$ cat config.mk
export PLATFORM = sky130hd
export DESIGN_NAME = mdff_ram
export DESIGN_NICKNAME = d
export VERILOG_FILES = /design/src/sv/mdff_ram.sv
export SDC_FILE = /design/constraint.sdc
export NUM_CORES = 1
export LEC_CHECK = 0
export BUFFER_PORTS_ARGS = -buffer_cell sky130_fd_sc_hd__buf_4
export CAP_MARGIN = 0
export CORE_ASPECT_RATIO = 0.6
export CORE_MARGIN = 10
export CORE_UTILIZATION = 52
export DETAILED_ROUTE_END_ITERATION = 10
export PLACE_DENSITY = 0.72
export SLEW_MARGIN = 20
export SYNTH_ARGS = -nofsm -noshare
export SYNTH_HDL_FRONTEND = slang
export SYNTH_SLANG_ARGS = --single-unit
export TNS_END_PERCENT = 5
$ cat constraint.sdc
create_clock -name i_clk -period 3.3 [get_ports i_clk]
set_input_delay 0.33 -clock i_clk [delete_from_list [all_inputs] [get_ports i_clk]]
set_output_delay 0.33 -clock i_clk [all_outputs]
set_load 0.02 [all_outputs]
$ cat src/sv/mdff_ram.sv
`timescale 1ns / 1ps
// ----------------------------------------------------------------------------
// mdff_ram
// Generic single-port synchronous RAM with registered read data.
// ----------------------------------------------------------------------------
module mdff_ram #(
    parameter int WIDTH = 8,
    parameter int DEPTH = 16
) (
    input  logic                     i_clk,
    input  logic                     i_we,
    input  logic                     i_re,
    input  logic [$clog2(DEPTH)-1:0] i_addr,
    input  logic [WIDTH-1:0]         i_wdata,
    output logic [WIDTH-1:0]         o_rdata
);

    logic [WIDTH-1:0] r_mem [DEPTH];
    logic [WIDTH-1:0] r_rdata;

    always_ff @(posedge i_clk) begin
        if (i_we) begin
            r_mem[i_addr] <= i_wdata;
        end
        if (i_re) begin
            r_rdata <= r_mem[i_addr];
        end
    end

    assign o_rdata = r_rdata;

endmodule

==> results.yml <==
clocking:
  cts_num_sinks: 136
  clock_path_buffers: 2
  cts_tree: "built"
  cts_resized: 0
  cts_root_buffer: "clkbuf_16"
  clock_latency_ns: 0.42
  cts_hold_buf: 0
  clk_pin_slew_worst_paths_ns: 0.06
  cts_max_level: 4
  cts_setup_buffers: 0
  cts_buffers: 17
sta:
  period_needed_ns: 1.773
  finalClockSkew_ns: 0.006228
  fin_crit_sh_pct: 53.73
  max_slew_margin_pct: 42.58
  worst-slew-pin-transition_ns: 0.8582
  fmax_ghz: 0.5640
  hold_ws_ns: 0.2302
  setup_viol: 0
  hold_violations: 0
  slew_viol_final: 0
  tns_ns: 0
  rsz0062_at_grt: "no"
worst_setup_path:
  worstPathMaxFanout: 39
  cp_num_buf_inv: 1
  critPathCaptureType: "register"
  r2r_slack_ns: 1.84
  crit_slowest_cell: "nor2_1"
  start_kind: "input pin"
  crit_family: "simple AND/OR/NAND/NOR gates"
  max_stage_delay_ns: 0.69
  path_cells: "buf_4 -> nand2_1 -> nor2_1"
  worstPathArrival_ns: 1.82
  crit_type: "input pin to register"
  cp.required_ns: 3.34
layout:
  final_cell_mix: "136 x edfxtp_1, 32 x mux4_2, 26 x buf_4"
  syn_to_final_growth_pct: 17.55
  final_common_cell: "edfxtp_1"
  diodes: 0
  nets: 279
  layout-drive-gt1-share_pct: 32.25
run_status:
  outcome: "finished clean"
synth:
  netlist_area_mm2: 0.005147
  ys_warn_count: 0
  synth.avg_cell_area_um2: 22.38
  syn-num-nets: 245
  synthArstFlopShare_pct: 0
  ys_ff_latch: 136
  synth_top_area_share_pct: 79.34
  synth_ff_type: "edfxtp_1"
  synth_cell_type_count: 17
  synthCells: 230
  netlist_top_cells_area: "edfxtp_1 79%, mux4_2 14%, a22oi_1 2.3%"
  synth-edff-count: 136
  synth-seq-area-share_pct: 79.34
  synth_top_cell_by_area: "edfxtp_1"
routing:
  viasPerCell: 5.805
  routedWlPerCell_um: 24.77
  drtIter0Drc: 265
  postRouteAntennaNets: 0
  vias: 2386
  route.detailed.drc: 0
  wl_um: 10180
  first_pass_iters: 4
global_routing:
  grt_max_degree: 40
  grt_pass1_vias: 2506
  overflow: 0
  grt_antenna_before_repair: 0
  track_usage_pct: 15.31
  grt_pass1_wl_um: 15780
floorplan:
  io_pins: 23
  dieHeight_um: 97.07
  die_w_um: 148.4
  start_util_pct: 52.85
  core_region_area_mm2: 0.009739
  dieArea_mm2: 0.01441
  fp-row-count: 28
flow_run:
  drv_cap: 0
worst_hold_path:
  min_path_type: "input pin to register"
power_and_ir_drop:
  p_total_mw: 4.049
  p_per_area_mw_per_mm2: 669.1
  p_leak_nw: 1.956
  peakVddDrop_uv: 422.8
placement:
  hpwlAfterDp_um: 6174
  io_buffers: 22
  place_congestion: 0.7731
layout make-up:
class / count / area (um2)
clock inverter: 14 / 173.9
sequential: 136 / 4084
timing repair buffer: 26 / 195.2
fill: 689 / 3689
multi-input combinational: 83 / 1003
tap: 135 / 168.9
clock buffer: 17 / 425.4
synthesized netlist by cell type, drive strengths merged, types with 2 or more instances:
master and n:
nor2 13, nand3b 2, clkbuf 3, edfxtp 136, nand2b 2, nor2b 2
nand2 9, mux4 32, a22oi 16, nor3 4, buf 8
per-stage QoR:
step / setup slack, ns / util, % / cell area, um2 / instances
floorplan: 1.477 / - / 5147 / 230
global placement: 1.090 / 55.97 / 5451 / 380
detailed placement: 1.057 / 55.97 / 5451 / 380
CTS: 1.480 / 62.13 / 6051 / 411
global route: 1.335 / 62.13 / 6051 / 411
finish: 1.527 / 62.13 / 6051 / 411
flip-flops by register name, summed over array words and instances (netlist names):
register and cells:
o_rdata 8, r_mem 128
report_power, final:
group / total, mW / internal [mW] / leakage (nW) / switching (mW)
clock: 1.90 / 1.19 / 0.284 / 0.710
combinational: 0.195 / 0.0776 / 0.436 / 0.117
sequential: 1.96 / 1.95 / 1.24 / 0.00974
total: 4.05 / 3.21 / 1.96 / 0.837
cell families after synthesis:
group	synth area share, %
compound gates	2.334
buf+inv	1.167
flops	79.34
mux	14.00
simple gates	3.160
final timing paths:
check | start | end | cells after the start
hold / removal | i_re | o_rdata[1] | 1
setup / recovery | i_addr[0] | r_mem[7][1] | 3
setup reg to reg | r_mem[15][2] | o_rdata[2] | 3
hold reg to reg | r_mem[11][3] | o_rdata[3] | 3
layer usage:
layer  up-vias  GRT usage [%]  share of wire (%)  wire [um]
li1       1036              -                  -          -
met1      1252          22.70                 46       4649
met2        91          20.09                 45       4601
met3         7          5.488                8.8        893
met4         0          5.615               0.35         36
met5         -              0                  0          0
Power figures use the tool's default switching activity.
